[config.mk]
export PLATFORM = sky130hd
export DESIGN_NAME = text_console_cursor_engine
export DESIGN_NICKNAME = d
export VERILOG_FILES = /design/src/rtl/tcce_pkg.sv /design/src/rtl/tcce_front.sv /design/src/rtl/tcce_queue.sv /design/src/rtl/tcce_back.sv /design/src/rtl/text_console_cursor_engine.sv
export VERILOG_INCLUDE_DIRS = /design/src /design/src/rtl
export SDC_FILE = /design/constraint.sdc
export NUM_CORES = 1
export LEC_CHECK = 0
export ABC_AREA = 1
export ABC_CLOCK_PERIOD_IN_PS = 4800
export BUFFER_PORTS_ARGS = -buffer_cell sky130_fd_sc_hd__buf_2
export CAP_MARGIN = 20
export CORE_AREA = 2 2 121 123
export CTS_CLUSTER_SIZE = 16
export DETAILED_ROUTE_END_ITERATION = 10
export DIE_AREA = 0 0 123 125
export GPL_TIMING_DRIVEN = 1
export PLACE_DENSITY = 0.76
export SETUP_SLACK_MARGIN = 0.05
export SLEW_MARGIN = 10
export SYNTH_ARGS = -nofsm -noshare
export SYNTH_HDL_FRONTEND = slang
export SYNTH_SLANG_ARGS = --single-unit
[constraint.sdc]
create_clock -name clock -period 4.8 [get_ports clock]
set_clock_uncertainty 0.1 [all_clocks]
set_input_delay 0.72 -clock clock [delete_from_list [all_inputs] [get_ports clock]]
set_output_delay 0.72 -clock clock [all_outputs]
set_load 0.05 [all_outputs]
[src/rtl/text_console_cursor_engine_defines.svh]
// Assertion macros shared by the text console cursor engine RTL.
`ifndef TEXT_CONSOLE_CURSOR_ENGINE_DEFINES_SVH
`define TEXT_CONSOLE_CURSOR_ENGINE_DEFINES_SVH

`ifndef NO_ASSERTIONS

// A condition that must hold on every clock edge outside reset.
`define TCCE_ASSERT_ALWAYS(label, clk, rst, expr) \
   label: assert property (@(posedge clk) disable iff (rst) (expr)) \
      else $error("assertion failed: invariant violated");

// An antecedent that must be followed by a consequent in the next cycle.
`define TCCE_ASSERT_NEXT(label, clk, ante, cons) \
   label: assert property (@(posedge clk) (ante) |=> (cons)) \
      else $error("assertion failed: next-cycle consequence violated");

`else

`define TCCE_ASSERT_ALWAYS(label, clk, rst, expr)
`define TCCE_ASSERT_NEXT(label, clk, ante, cons)

`endif

`endif

[src/rtl/tcce_pkg.sv]
// Shared types and constants of the text console cursor engine.
`default_nettype none

package tcce_pkg;

   // Tab stops and the command budget of one input transaction.
   localparam int TAB_WIDTH   = 4;
   localparam int MAX_RESULTS = 8;
   localparam int REM_WIDTH   = $clog2(TAB_WIDTH + 1);
   localparam int COUNT_WIDTH = $clog2(MAX_RESULTS + 1);

   // Depth of the queue between the front and back parts.
   localparam int QUEUE_DEPTH = 2;
   localparam int QPTR_WIDTH  = (QUEUE_DEPTH > 1) ? $clog2(QUEUE_DEPTH) : 1;
   localparam int QCNT_WIDTH  = $clog2(QUEUE_DEPTH + 1);

   // Character codes with special meaning.
   localparam logic [7:0] CODE_NEWLINE = 8'd10;
   localparam logic [7:0] CODE_TAB     = 8'd9;
   localparam logic [7:0] CODE_SPACE   = 8'd32;

   // Command kinds on the result channel.
   localparam logic CMD_DRAW   = 1'b0;
   localparam logic CMD_SCROLL = 1'b1;

   // Configuration register indexes.
   localparam int CSR_INDEX_WIDTH = 2;
   localparam logic [CSR_INDEX_WIDTH-1:0] CSR_TEXT_COLUMNS = 2'd0;
   localparam logic [CSR_INDEX_WIDTH-1:0] CSR_TEXT_ROWS    = 2'd1;
   localparam logic [CSR_INDEX_WIDTH-1:0] CSR_TEXT_COLOR   = 2'd2;

   // Configuration reset values.
   localparam logic [7:0]  RESET_TEXT_COLUMNS = 8'd80;
   localparam logic [7:0]  RESET_TEXT_ROWS    = 8'd25;
   localparam logic [31:0] RESET_TEXT_COLOR   = 32'h00FF_FFFF;

   // Class of an input character.
   typedef enum logic [1:0] {
      ITEM_GLYPH,
      ITEM_NEWLINE,
      ITEM_TAB
   } item_kind_type;

   // Classified item as it travels through the queue.
   typedef struct packed {
      item_kind_type kind;
      logic [7:0]    code;
   } item_type;

   // One result command.
   typedef struct packed {
      logic        kind;
      logic [7:0]  column;
      logic [7:0]  row;
      logic [7:0]  glyph;
      logic [31:0] color;
      logic        last;
   } cmd_type;

   // Effective grid configuration seen by the back part.
   typedef struct packed {
      logic [7:0]  columns;
      logic [7:0]  rows;
      logic [31:0] color;
   } cfg_type;

   // Queue status.
   typedef struct packed {
      logic full;
      logic empty;
   } queue_status_type;

endpackage

`default_nettype wire

[src/rtl/tcce_front.sv]
// Front part: accepts characters and classifies them for the queue.
`default_nettype none

module tcce_front (
   input  wire logic              clock,
   input  wire logic              reset,
   input  wire logic              req_valid,
   output logic                   req_ready,
   input  wire logic [7:0]        req_char_code,
   output logic                   push_valid,
   input  wire logic              push_ready,
   output tcce_pkg::item_type     push_item
);

   logic               valid_ff;
   logic               valid_in;
   tcce_pkg::item_type item_ff;
   tcce_pkg::item_type item_in;
   logic               take;

   // The holding register frees up whenever the queue takes its transaction.
   assign req_ready  = !valid_ff || push_ready;
   assign take       = req_valid && req_ready;
   assign push_valid = valid_ff;
   assign push_item  = item_ff;

   // Classify the incoming character.
   always_comb begin
      item_in.code = req_char_code;
      if (req_char_code == tcce_pkg::CODE_NEWLINE) begin
         item_in.kind = tcce_pkg::ITEM_NEWLINE;
      end else if (req_char_code == tcce_pkg::CODE_TAB) begin
         item_in.kind = tcce_pkg::ITEM_TAB;
      end else begin
         item_in.kind = tcce_pkg::ITEM_GLYPH;
      end
   end

   always_comb begin
      valid_in = valid_ff;
      if (take) begin
         valid_in = 1'b1;
      end else if (push_ready) begin
         valid_in = 1'b0;
      end
   end

   always_ff @(posedge clock) begin
      if (reset) begin
         valid_ff <= 1'b0;
      end else begin
         valid_ff <= valid_in;
      end
   end

   always_ff @(posedge clock) begin
      if (take) begin
         item_ff <= item_in;
      end
   end

endmodule

`default_nettype wire

[src/rtl/tcce_queue.sv]
// Short queue of classified items between the front and back parts.
`default_nettype none

module tcce_queue (
   input  wire logic                     clock,
   input  wire logic                     reset,
   input  wire logic                     push_valid,
   output logic                          push_ready,
   input  wire tcce_pkg::item_type       push_item,
   output logic                          pop_valid,
   input  wire logic                     pop_ready,
   output tcce_pkg::item_type            pop_item,
   output tcce_pkg::queue_status_type    status
);

   tcce_pkg::item_type                    entries [tcce_pkg::QUEUE_DEPTH];
   logic [tcce_pkg::QPTR_WIDTH-1:0]       wr_ptr_ff;
   logic [tcce_pkg::QPTR_WIDTH-1:0]       wr_ptr_in;
   logic [tcce_pkg::QPTR_WIDTH-1:0]       rd_ptr_ff;
   logic [tcce_pkg::QPTR_WIDTH-1:0]       rd_ptr_in;
   logic [tcce_pkg::QCNT_WIDTH-1:0]       count_ff;
   logic [tcce_pkg::QCNT_WIDTH-1:0]       count_in;
   logic                                  do_push;
   logic                                  do_pop;

   localparam logic [tcce_pkg::QPTR_WIDTH-1:0] LAST_PTR =
      tcce_pkg::QPTR_WIDTH'(tcce_pkg::QUEUE_DEPTH - 1);
   localparam logic [tcce_pkg::QCNT_WIDTH-1:0] FULL_COUNT =
      tcce_pkg::QCNT_WIDTH'(tcce_pkg::QUEUE_DEPTH);

   assign status.full  = (count_ff == FULL_COUNT);
   assign status.empty = (count_ff == '0);
   assign push_ready   = !status.full;
   assign pop_valid    = !status.empty;
   assign pop_item     = entries[rd_ptr_ff];
   assign do_push      = push_valid && push_ready;
   assign do_pop       = pop_valid && pop_ready;

   // Pointer and occupancy updates.
   always_comb begin
      wr_ptr_in = wr_ptr_ff;
      rd_ptr_in = rd_ptr_ff;
      count_in  = count_ff;
      if (do_push) begin
         wr_ptr_in = (wr_ptr_ff == LAST_PTR) ? '0 : wr_ptr_ff + 1'b1;
      end
      if (do_pop) begin
         rd_ptr_in = (rd_ptr_ff == LAST_PTR) ? '0 : rd_ptr_ff + 1'b1;
      end
      if (do_push && !do_pop) begin
         count_in = count_ff + 1'b1;
      end else if (do_pop && !do_push) begin
         count_in = count_ff - 1'b1;
      end
   end

   always_ff @(posedge clock) begin
      if (reset) begin
         wr_ptr_ff <= '0;
         rd_ptr_ff <= '0;
         count_ff  <= '0;
      end else begin
         wr_ptr_ff <= wr_ptr_in;
         rd_ptr_ff <= rd_ptr_in;
         count_ff  <= count_in;
      end
   end

   // Storage write.
   always_ff @(posedge clock) begin
      if (do_push) begin
         entries[wr_ptr_ff] <= push_item;
      end
   end

endmodule

`default_nettype wire

[src/rtl/tcce_back.sv]
// Back part: sequencer that moves the cursor and issues draw and scroll commands.
`default_nettype none

module tcce_back (
   input  wire logic                 clock,
   input  wire logic                 reset,
   input  wire tcce_pkg::cfg_type    cfg,
   input  wire logic                 pop_valid,
   output logic                      pop_ready,
   input  wire tcce_pkg::item_type   pop_item,
   output logic                      rsp_valid,
   input  wire logic                 rsp_ready,
   output tcce_pkg::cmd_type         rsp_cmd
);

   typedef enum logic [1:0] {
      ST_IDLE,
      ST_DRAW,
      ST_SCROLL,
      ST_NEWLINE
   } state_type;

   state_type                          state_ff;
   state_type                          state_in;
   logic [7:0]                         col_ff;
   logic [7:0]                         col_in;
   logic [7:0]                         row_ff;
   logic [7:0]                         row_in;
   logic [7:0]                         glyph_ff;
   logic [7:0]                         glyph_in;
   logic [tcce_pkg::REM_WIDTH-1:0]     rem_ff;
   logic [tcce_pkg::REM_WIDTH-1:0]     rem_in;
   logic [tcce_pkg::COUNT_WIDTH-1:0]   cnt_ff;
   logic [tcce_pkg::COUNT_WIDTH-1:0]   cnt_in;
   logic                               rsp_valid_ff;
   logic                               rsp_valid_in;
   tcce_pkg::cmd_type                  rsp_cmd_ff;
   tcce_pkg::cmd_type                  rsp_cmd_in;

   logic                               can_emit;
   logic [8:0]                         col_inc;
   logic [8:0]                         row_inc;
   logic                               wrap;
   logic                               past_bottom;
   logic [tcce_pkg::REM_WIDTH-1:0]     rem_dec;
   logic [tcce_pkg::COUNT_WIDTH-1:0]   cnt_inc;
   logic                               budget_out;
   logic [tcce_pkg::REM_WIDTH-1:0]     tab_rem;

   localparam logic [tcce_pkg::COUNT_WIDTH-1:0] BUDGET_LIMIT =
      tcce_pkg::COUNT_WIDTH'(tcce_pkg::MAX_RESULTS - 2);

   assign rsp_valid = rsp_valid_ff;
   assign rsp_cmd   = rsp_cmd_ff;
   assign can_emit  = !rsp_valid_ff || rsp_ready;
   assign pop_ready = (state_ff == ST_IDLE);

   // Cursor advance arithmetic; nine bits so a column or row of 255 still compares right.
   assign col_inc     = {1'b0, col_ff} + 9'd1;
   assign row_inc     = {1'b0, row_ff} + 9'd1;
   assign wrap        = (col_inc >= {1'b0, cfg.columns});
   assign past_bottom = (row_inc >= {1'b0, cfg.rows});
   assign rem_dec     = rem_ff - 1'b1;
   assign cnt_inc     = cnt_ff + 1'b1;
   assign budget_out  = (cnt_inc > BUDGET_LIMIT);
   assign tab_rem     = tcce_pkg::REM_WIDTH'(tcce_pkg::TAB_WIDTH)
                      - tcce_pkg::REM_WIDTH'(col_ff % tcce_pkg::TAB_WIDTH);

   // Next-state and command logic.
   always_comb begin
      state_in     = state_ff;
      col_in       = col_ff;
      row_in       = row_ff;
      glyph_in     = glyph_ff;
      rem_in       = rem_ff;
      cnt_in       = cnt_ff;
      rsp_valid_in = rsp_valid_ff && !rsp_ready;
      rsp_cmd_in   = rsp_cmd_ff;

      case (state_ff)
         ST_IDLE: begin
            // Take the next classified transaction from the queue.
            if (pop_valid) begin
               cnt_in = '0;
               if (pop_item.kind == tcce_pkg::ITEM_NEWLINE) begin
                  state_in = ST_NEWLINE;
               end else if (pop_item.kind == tcce_pkg::ITEM_TAB) begin
                  glyph_in = tcce_pkg::CODE_SPACE;
                  rem_in   = tab_rem;
                  state_in = ST_DRAW;
               end else begin
                  glyph_in = pop_item.code;
                  rem_in   = tcce_pkg::REM_WIDTH'(1);
                  state_in = ST_DRAW;
               end
            end
         end

         ST_DRAW: begin
            // Draw at the cursor, then advance and possibly wrap.
            if (can_emit) begin
               rsp_valid_in      = 1'b1;
               rsp_cmd_in.kind   = tcce_pkg::CMD_DRAW;
               rsp_cmd_in.column = col_ff;
               rsp_cmd_in.row    = row_ff;
               rsp_cmd_in.glyph  = glyph_ff;
               rsp_cmd_in.color  = cfg.color;
               rsp_cmd_in.last   = !(wrap && past_bottom)
                                   && ((rem_dec == '0) || budget_out);
               rem_in = rem_dec;
               cnt_in = cnt_inc;
               if (wrap) begin
                  col_in = '0;
                  row_in = past_bottom ? cfg.rows - 8'd1 : row_inc[7:0];
               end else begin
                  col_in = col_inc[7:0];
               end
               if (wrap && past_bottom) begin
                  state_in = ST_SCROLL;
               end else if (rsp_cmd_in.last) begin
                  state_in = ST_IDLE;
               end
            end
         end

         ST_SCROLL: begin
            // Scroll after a wrap past the bottom row.
            if (can_emit) begin
               rsp_valid_in      = 1'b1;
               rsp_cmd_in        = '0;
               rsp_cmd_in.kind   = tcce_pkg::CMD_SCROLL;
               rsp_cmd_in.last   = (rem_ff == '0) || budget_out;
               cnt_in            = cnt_inc;
               state_in          = rsp_cmd_in.last ? ST_IDLE : ST_DRAW;
            end
         end

         ST_NEWLINE: begin
            // Newline only yields a command when it scrolls.
            if (!past_bottom) begin
               col_in   = '0;
               row_in   = row_inc[7:0];
               state_in = ST_IDLE;
            end else if (can_emit) begin
               col_in          = '0;
               row_in          = cfg.rows - 8'd1;
               rsp_valid_in    = 1'b1;
               rsp_cmd_in      = '0;
               rsp_cmd_in.kind = tcce_pkg::CMD_SCROLL;
               rsp_cmd_in.last = 1'b1;
               state_in        = ST_IDLE;
            end
         end

         default: begin
            state_in = ST_IDLE;
         end
      endcase
   end

   // State, cursor and registered command.
   always_ff @(posedge clock) begin
      if (reset) begin
         state_ff     <= ST_IDLE;
         col_ff       <= '0;
         row_ff       <= '0;
         rsp_valid_ff <= 1'b0;
      end else begin
         state_ff     <= state_in;
         col_ff       <= col_in;
         row_ff       <= row_in;
         rsp_valid_ff <= rsp_valid_in;
      end
      glyph_ff   <= glyph_in;
      rem_ff     <= rem_in;
      cnt_ff     <= cnt_in;
      rsp_cmd_ff <= rsp_cmd_in;
   end

endmodule

`default_nettype wire

[src/rtl/text_console_cursor_engine.sv]
// A request is registered in the front holding register and passes the queue; the back
// sequencer dequeues it in its idle state and then registers each command on rsp in its
// draw, scroll or newline state, holding while rsp is not ready, and returns to idle
// before it takes the next item; the front and queue keep it fed back to back.
// Reset: synchronous; the cursor goes to column 0, row 0, the grid to 80 by 25,
// the color to 0xFFFFFF, and the queue and output register empty.
`default_nettype none

`include "text_console_cursor_engine_defines.svh"

module text_console_cursor_engine (
   input  wire logic         clock,
   input  wire logic         reset,
   input  wire logic         req_valid,
   output logic              req_ready,
   input  wire logic [7:0]   req_char_code,
   output logic              rsp_valid,
   input  wire logic         rsp_ready,
   output logic              rsp_command_kind,
   output logic [7:0]        rsp_cell_column,
   output logic [7:0]        rsp_cell_row,
   output logic [7:0]        rsp_glyph_code,
   output logic [31:0]       rsp_glyph_color,
   output logic              rsp_last_command,
   input  wire logic         csr_write_en,
   input  wire logic [tcce_pkg::CSR_INDEX_WIDTH-1:0] csr_index,
   input  wire logic [31:0]  csr_write_data
);

   logic [7:0]                   columns_ff;
   logic [7:0]                   rows_ff;
   logic [31:0]                  color_ff;
   tcce_pkg::cfg_type            cfg;
   logic                         push_valid;
   logic                         push_ready;
   tcce_pkg::item_type           push_item;
   logic                         pop_valid;
   logic                         pop_ready;
   tcce_pkg::item_type           pop_item;
   tcce_pkg::queue_status_type   q_status;
   tcce_pkg::cmd_type            rsp_cmd;
   logic                         scroll_payload_clear;

   // Configuration registers.
   always_ff @(posedge clock) begin
      if (reset) begin
         columns_ff <= tcce_pkg::RESET_TEXT_COLUMNS;
         rows_ff    <= tcce_pkg::RESET_TEXT_ROWS;
         color_ff   <= tcce_pkg::RESET_TEXT_COLOR;
      end else if (csr_write_en) begin
         case (csr_index)
            tcce_pkg::CSR_TEXT_COLUMNS: columns_ff <= csr_write_data[7:0];
            tcce_pkg::CSR_TEXT_ROWS:    rows_ff    <= csr_write_data[7:0];
            tcce_pkg::CSR_TEXT_COLOR:   color_ff   <= csr_write_data;
            default: begin
            end
         endcase
      end
   end

   // A zero grid size behaves as one.
   assign cfg.columns = (columns_ff == 8'd0) ? 8'd1 : columns_ff;
   assign cfg.rows    = (rows_ff == 8'd0) ? 8'd1 : rows_ff;
   assign cfg.color   = color_ff;

   tcce_front u_front (
      .clock         (clock),
      .reset         (reset),
      .req_valid     (req_valid),
      .req_ready     (req_ready),
      .req_char_code (req_char_code),
      .push_valid    (push_valid),
      .push_ready    (push_ready),
      .push_item     (push_item)
   );

   tcce_queue u_queue (
      .clock      (clock),
      .reset      (reset),
      .push_valid (push_valid),
      .push_ready (push_ready),
      .push_item  (push_item),
      .pop_valid  (pop_valid),
      .pop_ready  (pop_ready),
      .pop_item   (pop_item),
      .status     (q_status)
   );

   tcce_back u_back (
      .clock     (clock),
      .reset     (reset),
      .cfg       (cfg),
      .pop_valid (pop_valid),
      .pop_ready (pop_ready),
      .pop_item  (pop_item),
      .rsp_valid (rsp_valid),
      .rsp_ready (rsp_ready),
      .rsp_cmd   (rsp_cmd)
   );

   assign rsp_command_kind = rsp_cmd.kind;
   assign rsp_cell_column  = rsp_cmd.column;
   assign rsp_cell_row     = rsp_cmd.row;
   assign rsp_glyph_code   = rsp_cmd.glyph;
   assign rsp_glyph_color  = rsp_cmd.color;
   assign rsp_last_command = rsp_cmd.last;

   // A draw may carry anything; a scroll must carry all-zero cell, glyph and color.
   assign scroll_payload_clear = (rsp_command_kind != tcce_pkg::CMD_SCROLL)
                               || ((rsp_cell_column == 8'd0) && (rsp_cell_row == 8'd0)
                                   && (rsp_glyph_code == 8'd0) && (rsp_glyph_color == 32'd0));

   // A scroll command carries no cell, glyph or color.
   `TCCE_ASSERT_ALWAYS(a_scroll_payload_zero, clock, reset, !rsp_valid || scroll_payload_clear)
   // The queue can never look full and empty at once.
   `TCCE_ASSERT_ALWAYS(a_queue_status_sane, clock, reset, !(q_status.full && q_status.empty))
   // Reset leaves no result pending.
   `TCCE_ASSERT_NEXT(a_reset_clears_rsp, clock, reset, !rsp_valid)

endmodule

`default_nettype wire
==> results of run 1 <==
-- synthesized netlist by cell type (all sizes together), types with 7 or more instances --
cell / count
nand2: 130
inv: 121
nor2: 110
edfxtp: 103
dfxtp: 73
a21oi: 49
o21ai: 45
ha: 30
o211ai: 29
nand3: 25
clkbuf: 17
xor2: 16
buf: 7
-- where the power goes --
group / total [mW] / switching (mW) / internal [mW]
logic: 2.39 / 1.82 / 0.570
clock network: 1.47 / 0.587 / 0.883
registers: 2.36 / 0.191 / 2.17
total: 6.22 / 2.60 / 3.62
-- critical path: stages, from the launching register on --
cell and delay, ns:
dfxtp_1 0.44, ha_1 0.25, nand3_2 0.12, xor2_1 0.18, ha_1 0.31, nand2_1 0.07, nor2_1 0.09, nand2_1 0.05
nand3_1 0.07, nand2_1 0.05, nand2_1 0.05, nand2_1 0.05, nand2_2 0.26, o211ai_1 0.14, inv_2 0.51, buf_4 0.42
-- area by class of cell --
type / instances / area share, %
Clock buffer: 18 / 4.83
Clock inverter: 14 / 2.28
Inverter: 123 / 5.20
Multi-Input combinational cell: 454 / 27.5
Sequential cell: 176 / 51.3
Tap cell: 184 / 2.59
Timing Repair Buffer: 111 / 6.39
-- per-layer routing --
| metal | global-route usage [%] | share of wire (%) | vias to the layer above |
|---|---|---|---|
| met5 | 0 | 0.048 | - |
| li1 | - | - | 2761 |
| met1 | 24.5 | 43 | 2530 |
| met3 | 5.84 | 6.0 | 42 |
| met2 | 33.8 | 49 | 162 |
| met4 | 8.29 | 2.7 | 2 |
-- flip-flops by register name, indices dropped and copies added, names as in the netlist, named ones only --
signal / flops
u_back.state_ff: 2
u_front.push_item: 10
u_back.row_ff: 8
columns_ff: 8
u_back.rsp_valid: 1
u_queue.wr_ptr_ff: 1
u_queue.count_ff: 2
u_back.col_ff: 8
u_back.glyph_ff: 8
rows_ff: 8
u_back.rsp_cmd: 58
u_queue.rd_ptr_ff: 1
u_back.cnt_ff: 4
u_queue.entries: 20
color_ff: 32
u_front.push_valid: 1
u_back.rem_ff: 3
-- cell families after synthesis --
| kind of cell | count (synthesis) |
|---|---|
| XOR/XNOR | 17 |
| buffers and inverters | 147 |
| flip-flops | 176 |
| adder cells (fa/ha/maj) | 30 |
| AO/OA/AOI/OAI | 129 |
| multiplexers | 2 |
| AND/OR/NAND/NOR | 276 |
-- path summary, 6_finish.rpt --
kind,from,endpoint,slack (ns)
max,u_back.row_ff[0],u_back.rsp_cmd[3],1.29
min,u_front.push_item[3],u_queue.entries[0][3],0.34
max reg2reg,u_back.row_ff[0],u_back.rsp_cmd[3],1.29
min reg2reg,u_front.push_item[3],u_queue.entries[0][3],0.34
-- through the flow --
step / area (sq um) / hold slack, ns / utilization [%] / instances / power, mW
2_1_floorplan: 7580 / 0.321 / - / 777 / 4.24
3_3_place_gp: 8250 / 0.322 / 58.1 / 1048 / 4.73
3_5_place_dp: 8250 / 0.331 / 58.1 / 1048 / 4.78
4_1_cts: 8890 / 0.346 / 62.6 / 1080 / 6.25
5_1_grt: 8890 / 0.359 / 62.6 / 1080 / 6.58
6_report: 8890 / 0.345 / 62.6 / 1080 / 6.22
==> impl_results.md, run 1 <==
- Status: completed
- Count of final max-slew check failures: 0
- Hold WC Path Type: register to register
- YS warnings: 0
- H-tree levels: 4
- RSZ-0062 raised after global routing: no
- Mux contribution to synthesized area: 0.264%
- Vias: 5497
- Pwr dens: 700 mW/mm^2
- Max VDD drop: 0.327 mV
- Synth top area cells: edfxtp_1, dfxtp_1, nand2_1, inv_1, nor2_1
- Site Rows: 44
- Fmax: 285 MHz
- Yosys top cell by area: edfxtp_1
- Compound-Gate Fraction of Synth Area: 9.93%
- Element type at the critical path end: register
- Setup Fix Bufs, Post-CTS: 0
- Antenna violations before repair: 1
- Synth Net Count: 854
- Largest net degree at the start of global routing: 51
- GRT overflow: 0
- Die height: 125 microns
- Register area: 0.00455 sq mm
- Area of the multi-input gates: 0.00244 sq mm
- Startpoint types: register
- IO Pins: 107
- Mapped Avg Cell Area: 9.75 sq um
- XOR/XNOR Fraction of Synth Area: 1.97%
- Nets@finish: 960
- Actual slew at the worst max-slew pin: 1.03 ns
- Most used DFF post-synth: edfxtp_1
- Layout area overhead: 17.3%
- Hold depth: 0
- Filler cell count: 1137
- Die W: 123 microns
- Synth Area in Simple Gates: 15.1%
- Drc violations: 0
- Commonest cells after routing, fill and taps aside: nand2_1, inv_1, nor2_1
- Final Hold Vio Count: 0
- Starting Density: 53.3%
- Crit path kind: register to register
- Worst-path fanout max: 30
- Yosys reg bits: 176
- Clock Latency Late Sink: 0.43 ns
- Post-CTS Hold Buffers: 0
- Vias in the first global route: 5280
- Root buf cell: clkbuf_16
- Vias per cell: 5.09
- Worst EP required: 4.80 ns
- Post-synth EDFFs: 103
- Period utilisation layout: 73.0%
- Fin worst setup slack: 1.29 ns
- Netlist Area Pre-Place: 0.00758 sq mm
- First drt pass iteration count: 6
- Port bufs: 106
- Detail Route Antenna Nets: 0
- CTS tree: built
- Reg clk slew, reported paths: 0.06 ns
- Final Setup Violations: 0
- Die Area: 0.0154 sq mm
- Ant diodes: 0
- Synth top area share: 40.8%
- Setup TNS: 0 ns
- Cts repair resizes: 0
- Static Leak: 3.98 nW
- Ys async rst share: 0%
- Share of post-route cells with drive strength above 1: 18.0%
- Clk sink count: 176
- CTS Buffer Depth: 2
- Routability cong.: 0.846
- Detail Placement HPWL: 10200 microns
- Sequential element share of the synthesized area: 60.1%
- WL/cell: 13.6 microns
- Post-place setup slack: 1.33 ns
- Minimum clock period after layout: 3.51 ns
- Arrival time worst endpoint: 3.51 ns
- Max Cap Violations: 0
- Iter 0 DRT Violations: 453
- Combinational family with the most area after synthesis: simple AND/OR/NAND/NOR gates
- Relative slew margins: 30.9%
- Clock buffer count from CTS: 17
- First-pass GRT wire length: 24200 microns
- R2R cell count: 15
- Commonest non-fill, non-tap cell in the layout: nand2_1
- Global Route Usage Sum: 20.2%
- Number of distinct library cells after synthesis: 38
- Synthesized netlist cell count: 777
- Post-synthesis adder-cell area fraction: 4.95%
- Final wirelength: 14700 microns
- CORE AREA: 0.0142 sq mm
Power figures use the tool's default switching activity.
==> run 2, diff against run 1 <==
--- a/config.mk
+++ b/config.mk
@@ -7,7 +7,7 @@
 export NUM_CORES = 1
 export LEC_CHECK = 0
 export ABC_AREA = 1
-export ABC_CLOCK_PERIOD_IN_PS = 4800
+export ABC_CLOCK_PERIOD_IN_PS = 3500
 export BUFFER_PORTS_ARGS = -buffer_cell sky130_fd_sc_hd__buf_2
 export CAP_MARGIN = 20
 export CORE_AREA = 2 2 121 123
==> constraint.sdc (replaced) <==
create_clock -name clock -period 3.5 [get_ports clock]
set_clock_uncertainty 0.1 [all_clocks]
set_input_delay 0.525 -clock clock [delete_from_list [all_inputs] [get_ports clock]]
set_output_delay 0.525 -clock clock [all_outputs]
set_load 0.05 [all_outputs]
==> impl_results.md, run 2 (synthesis gave the netlist of run 1 again) <==
- Ant diodes: 0 (unchanged)
- Arrival time worst endpoint: 2.96 ns (-0.55 ns)
- Final wirelength: 14900 microns (+1.1%)
- Fmax: 342 MHz (+20%)
- Antenna violations before repair: 0 (-1)
- CORE AREA: 0.0142 sq mm (unchanged)
- GRT overflow: 0 (unchanged)
- IO Pins: 107 (unchanged)
- Commonest non-fill, non-tap cell in the layout: nand2_1
- Vias per cell: 5.01 (-1.5%)
- Hold WC Path Type: input pin to register
- Nets@finish: 961 (+0.10%)
- Relative slew margins: 40.2% (+9.3 points)
- Worst EP required: 3.53 ns (-1.27 ns)
- Reg power frac: 38.2% (+0.3 points)
- Max FFs per register: 58 (unchanged)
- Post-CTS Hold Buffers: 0 (unchanged)
- First drt pass iteration count: 5 (-1)
- Placed Cells: 1049 (+0.095%)
- Setup TNS: 0 ns (unchanged)
- Root buf cell: clkbuf_16
- Final core utilization: 62.5% (-0.079 points)
- Routability cong.: 0.846 (about the same)
- Switch Pwr: 3.55 mW (+37%)
- Pwr dens: 955 mW/mm^2 (+37%)
- RSZ-0062 raised after global routing: no
- Die Area: 0.0154 sq mm (unchanged)
- H-tree levels: 4 (unchanged)
- Detail Placement HPWL: 10300 microns (about the same)
- Area of the multi-input gates: 0.00244 sq mm (unchanged)
- Count of final max-slew check failures: 0 (unchanged)
- Commonest cells after routing, fill and taps aside: nand2_1, inv_1, nor2_1
- Global Route Usage Sum: 20.5% (+0.22 points)
- CTS tree: built
- Actual slew at the worst max-slew pin: 0.891 ns (-0.139 ns)
- Drc violations: 0 (unchanged)
- Static Leak: 3.96 nW (-0.46%)
- Port bufs: 106 (unchanged)
- Share of post-route cells with drive strength above 1: 17.8% (-0.13 points)
- Max VDD drop: 0.378 mV (+16%)
- Fin worst setup slack: 0.576 ns (-0.718 ns)
- Die W: 123 microns (unchanged)
- Final Hold Vio Count: 0 (unchanged)
- Max Cap Violations: 0 (unchanged)
- Detail Route Antenna Nets: 0 (unchanged)
- Element type at the critical path end: register
- Cts repair resizes: 0 (unchanged)
- Die height: 125 microns (unchanged)
- Startpoint types: register
- Worst-path fanout max: 54 (+80%)
- Final Setup Violations: 0 (unchanged)
- Reg clk slew, reported paths: 0.06 ns (about the same)
- Status: completed
- Fin cells: 1081 (+0.093%)
- Sw frac: 41.9% (+0.12 points)
- CTS Buffer Depth: 2 (unchanged)
- Clock Latency Late Sink: 0.42 ns (about the same)
- Combinational Power Share: 39.2% (+0.8 points)
- Site Rows: 44 (unchanged)
- First-pass GRT wire length: 24600 microns (+1.5%)
- Minimum clock period after layout: 2.92 ns (-0.582 ns)
- Vias in the first global route: 5321 (+0.78%)
- Layout area overhead: 17.1%
- Setup Fix Bufs, Post-CTS: 0 (unchanged)
- Register area: 0.00455 sq mm (unchanged)
- Clk sink count: 176 (unchanged)
- Clock Power Share: 22.6% (-1.0 points)
- Largest net degree at the start of global routing: 69 (+35%)
- Internal power: 4.92 mW (+36%)
- Vias: 5418 (-1.4%)
- Crit path kind: register to register
- WL/cell: 13.8 microns (+0.96%)
- Post-place setup slack: 0.602 ns (-0.724 ns)
- Filler cell count: 1148 (+0.97%)
- Period utilisation layout: 83.5% (+11 points)
- Clock buffer count from CTS: 17 (unchanged)
- Iter 0 DRT Violations: 398 (-12%)
- Starting Density: 53.3% (unchanged)
## run 2: worst paths after layout
kind / endpoint / depth (start not counted) / slack [ns] / start
setup reg to reg: u_back.rsp_cmd[56] / 14 / 0.58 / u_back.row_ff[0]
setup / recovery: u_back.rsp_cmd[56] / 14 / 0.58 / u_back.row_ff[0]
hold / removal: u_front.push_item[7] / 1 / 0.19 / req_char_code[7]
hold reg to reg: u_queue.entries[1][0] / 0 / 0.35 / u_front.push_item[0]
## run 2: worst max-delay path: stages (launching register included)
cell and delay, ns:
dfxtp_1 0.41, ha_1 0.23, nand3_2 0.13, nor3_4 0.17, xor2_1 0.21, ha_1 0.28
nand2_1 0.07, inv_1 0.03, nand2_1 0.06, nand2_1 0.05, nand2_1 0.07, nand2_2 0.06
o211ai_1 0.26, clkinvlp_4 0.23, buf_12 0.23
## run 2: routing by layer
| metal | track usage [%] | wire (microns) | up-vias |
|---|---|---|---|
| li1 | - | - | 2761 |
| met1 | 25.3 | 6650 | 2496 |
| met2 | 34.7 | 7220 | 135 |
| met3 | 4.20 | 694 | 26 |
| met4 | 8.56 | 321 | 0 |
| met5 | 0 | 0 | - |
## run 2: area by class of cell
type	instances	area share, %
sequential	176	51.3
multi-input combinational	454	27.5
timing repair buffer	112	6.63
inverter	123	5.24
clock buffer	21	4.96
tap	184	2.59
clock inverter	11	1.76
## run 2: power groups by stage
stage	Sequential [mW]	Clock [mW]	Combinational (mW)
2_1_floorplan	4.30	0	1.51
3_5_place_dp	3.27	0	3.32
6_report	3.23	1.92	3.32
4_1_cts	3.24	1.94	3.35
3_3_place_gp	3.26	0	3.27
5_1_grt	3.30	2.02	3.67
## run 2: through the flow
step | total power, mW | area, sq um | hold WS [ns]
floorplan | 5.81 | 7580 | 0.321
global placement | 6.53 | 8280 | 0.325
detailed placement | 6.59 | 8280 | 0.331
CTS | 8.53 | 8870 | 0.174
global route | 8.99 | 8870 | 0.175
finish | 8.48 | 8870 | 0.192
==> run 3, diff against run 2 <==
--- a/config.mk
+++ b/config.mk
@@ -7,15 +7,15 @@
 export NUM_CORES = 1
 export LEC_CHECK = 0
 export ABC_AREA = 1
-export ABC_CLOCK_PERIOD_IN_PS = 3500
+export ABC_CLOCK_PERIOD_IN_PS = 2400
 export BUFFER_PORTS_ARGS = -buffer_cell sky130_fd_sc_hd__buf_2
 export CAP_MARGIN = 20
-export CORE_AREA = 2 2 121 123
+export CORE_AREA = 2 2 124 126
 export CTS_CLUSTER_SIZE = 16
 export DETAILED_ROUTE_END_ITERATION = 10
-export DIE_AREA = 0 0 123 125
+export DIE_AREA = 0 0 126 128
 export GPL_TIMING_DRIVEN = 1
-export PLACE_DENSITY = 0.76
+export PLACE_DENSITY = 0.75
 export SETUP_SLACK_MARGIN = 0.05
 export SLEW_MARGIN = 10
 export SYNTH_ARGS = -nofsm -noshare
==> constraint.sdc (replaced) <==
create_clock -name clock -period 2.4 [get_ports clock]
set_clock_uncertainty 0.1 [all_clocks]
set_input_delay 0.36 -clock clock [delete_from_list [all_inputs] [get_ports clock]]
set_output_delay 0.36 -clock clock [all_outputs]
set_load 0.05 [all_outputs]
==> impl_results.md, run 3 (synthesis gave the netlist of run 1 again) <==
- Status: complete, but fails checks
- Failing checks: setup timing
- Worst EP required: 2.46 ns (-1.07 ns)
- Period utilisation layout: 113% (+30 points)
- Vias: 5700 (+5.2%)
- Minimum clock period after layout: 2.72 ns (-0.202 ns)
- Clk sink count: 176 (unchanged)
- Clock buffer count from CTS: 17 (unchanged)
- Crit path kind: register to register
- Vias in the first global route: 5431 (+2.1%)
- Global Route Usage Sum: 20.0% (-0.49 points)
- R2R cell count: 13 (-1)
- Slowest CP cell: dfxtp_2
- Relative slew margins: 67.7% (+27 points)
- GRT overflow: 0 (unchanged)
- Final Hold Vio Count: 0 (unchanged)
- Site Rows: 45 (+2.3%)
- Die Area: 0.0161 sq mm (+4.9%)
- Die height: 128 microns (+2.4%)
- Antenna violations before repair: 0 (unchanged)
- Filler cell count: 1160 (+1.0%)
- Max VDD drop: 0.740 mV (+96%)
- RSZ-0062 raised after global routing: yes
- First drt pass iteration count: 5 (unchanged)
- Start of the worst register-to-register path: u_back.row_ff[1]
- Fmax: 367 MHz (+7.4%)
- Detail Route Antenna Nets: 0 (unchanged)
- Commonest cells after routing, fill and taps aside: nand2_1, inv_1, buf_2
- Vias per cell: 5.01 (about the same)
- Largest net degree at the start of global routing: 66 (-4.3%)
- Total power: 13.1 mW (+54%)
- Pwr dens: 1370 mW/mm^2 (+43%)
- Largest stage delay on the critical path: 0.36 ns (-0.05 ns)
- Die W: 126 microns (+2.4%)
- Iter 0 DRT Violations: 358 (-10%)
- Register area: 0.00456 sq mm (+0.16%)
- Static Leak: 4.27 nW (+7.7%)
- Fin cells: 1137 (+5.2%)
- Count of final max-slew check failures: 0 (unchanged)
- IO Pins: 107 (unchanged)
- Final wirelength: 16000 microns (+7.5%)
- Detail Placement HPWL: 10800 microns (+4.9%)
- Share of post-route cells with drive strength above 1: 25.9% (+8.1 points)
- H-tree levels: 4 (unchanged)
- WL/cell: 14.1 microns (+2.2%)
- Fin worst setup slack: -0.322 ns (-0.898 ns)
- Arrival time worst endpoint: 2.78 ns (-0.18 ns)
- Worst reg2reg endpoint: u_back.rsp_cmd[57]
- Ant diodes: 0 (unchanged)
- Routability cong.: 0.876 (+3.6%)
- Clock Latency Late Sink: 0.43 ns (about the same)
- Startpoint types: register
- CP most frequent cell: nand2_1
- Commonest non-fill, non-tap cell in the layout: nand2_1
- Element type at the critical path end: register
- Worst Setup EP: u_back.rsp_cmd[57]
- Placed Cells: 1094 (+4.3%)
- Nets@finish: 1013 (+5.4%)
- CTS tree: built
- Worst-path fanout max: 43 (-20%)
- Port bufs: 106 (unchanged)
- CORE AREA: 0.0149 sq mm (+4.7%)
- Final Setup Violations: 77 (+77)
- First-pass GRT wire length: 25400 microns (+3.3%)
- Layout area overhead: 25.9%
- Final core utilization: 64.2% (+1.7 points)
- Area of the multi-input gates: 0.00265 sq mm (+8.5%)
- CP startpoint: u_back.row_ff[1]
- Root buf cell: clkbuf_16
- Max Cap Violations: 0 (unchanged)
- Critical path, cell by cell: ha_4, nand3_4, xor2_2, ha_1, a21oi_1, nand3_1, nand2_1, nand2_1, nand2_1, nand2_2, o211ai_1, clkinvlp_4, buf_12
- Drc violations: 0 (unchanged)
- Reg clk slew, reported paths: 0.07 ns (about the same)
- CTS Buffer Depth: 2 (unchanged)
- Hold WC Path Type: input pin to register
- Actual slew at the worst max-slew pin: 0.479 ns (-0.412 ns)
- Reg2reg setup slack: -0.32 ns (-0.90 ns)
- Max FFs per register: 58 (unchanged)
- Starting Density: 51.0% (-2.4 points)
-- run 3: worst min path at each step --
stage | slack [ns] | endpoint | depth (start not counted) | start
5_1_grt | 0.01 | u_front.push_item[5] | 1 | req_char_code[5]
4_1_cts | 0.007 | u_front.push_item[5] | 1 | req_char_code[5]
2_1_floorplan | 0.32 | u_queue.entries[0][0] | 0 | u_front.push_item[0]
3_5_place_dp | 0.33 | u_queue.entries[1][2] | 0 | u_front.push_item[2]
6_report | 0.03 | u_front.push_item[5] | 1 | req_char_code[5]
3_3_place_gp | 0.32 | u_queue.entries[0][0] | 0 | u_front.push_item[0]
-- run 3: critical path: cells and delay by family (launching register included) --
family	cells	cell delay [ns]
and+or+nand+nor	6	0.48
adders and majority gates	2	0.45
DFF	1	0.36
xor gates and xnor gates	1	0.20
AOI/OAI and AO/OA	2	0.42
buffers and inverters	2	0.39
-- run 3: final cells by class --
cell class / count / area share, %
sequential: 176 / 47.8
clock buffer: 17 / 4.46
inverter: 123 / 4.93
timing repair buffer: 163 / 11.0
multi-input combinational: 455 / 27.7
tap: 188 / 2.47
clock inverter: 15 / 1.55
-- run 3: stage by stage --
step / setup slack, ns / hold slack (ns) / setup TNS [ns] / instance area (sq um)
final: -0.322 / 0.0260 / -21.40 / 9540
after global routing: -0.440 / 0.0125 / -30.85 / 9540
after CTS: -0.257 / 0.00692 / -15.68 / 9350
after detailed placement: -0.271 / 0.330 / -16.89 / 8650
after global placement: -0.193 / 0.323 / -11.22 / 8650
after floorplan: -0.894 / 0.321 / -51.84 / 7600
-- run 3: timing repair --
action                                  CTS  global route
gates cloned                              1             1
endpoints found under the hold margin     6             0
hold buffers                              6             0
buffers inserted                          0             3
pin swaps                                 2             9
gates resized for setup                  10            46
endpoints found under the setup margin   77            79
-- run 3: report_power, final --
part / switching (mW) / internal [mW] / total (mW)
logic: 4.05 / 1.70 / 5.75
registers: 0.361 / 4.34 / 4.70
clock network: 1.25 / 1.37 / 2.62
-- run 3: per-layer routing --
metal / vias to the layer above / global-route usage, % / wire (microns)
li1: 2875 / - / -
met1: 2675 / 24.4 / 6980
met2: 128 / 34.6 / 8080
met3: 22 / 4.51 / 615
met4: 0 / 7.82 / 326
met5: - / 0 / 0
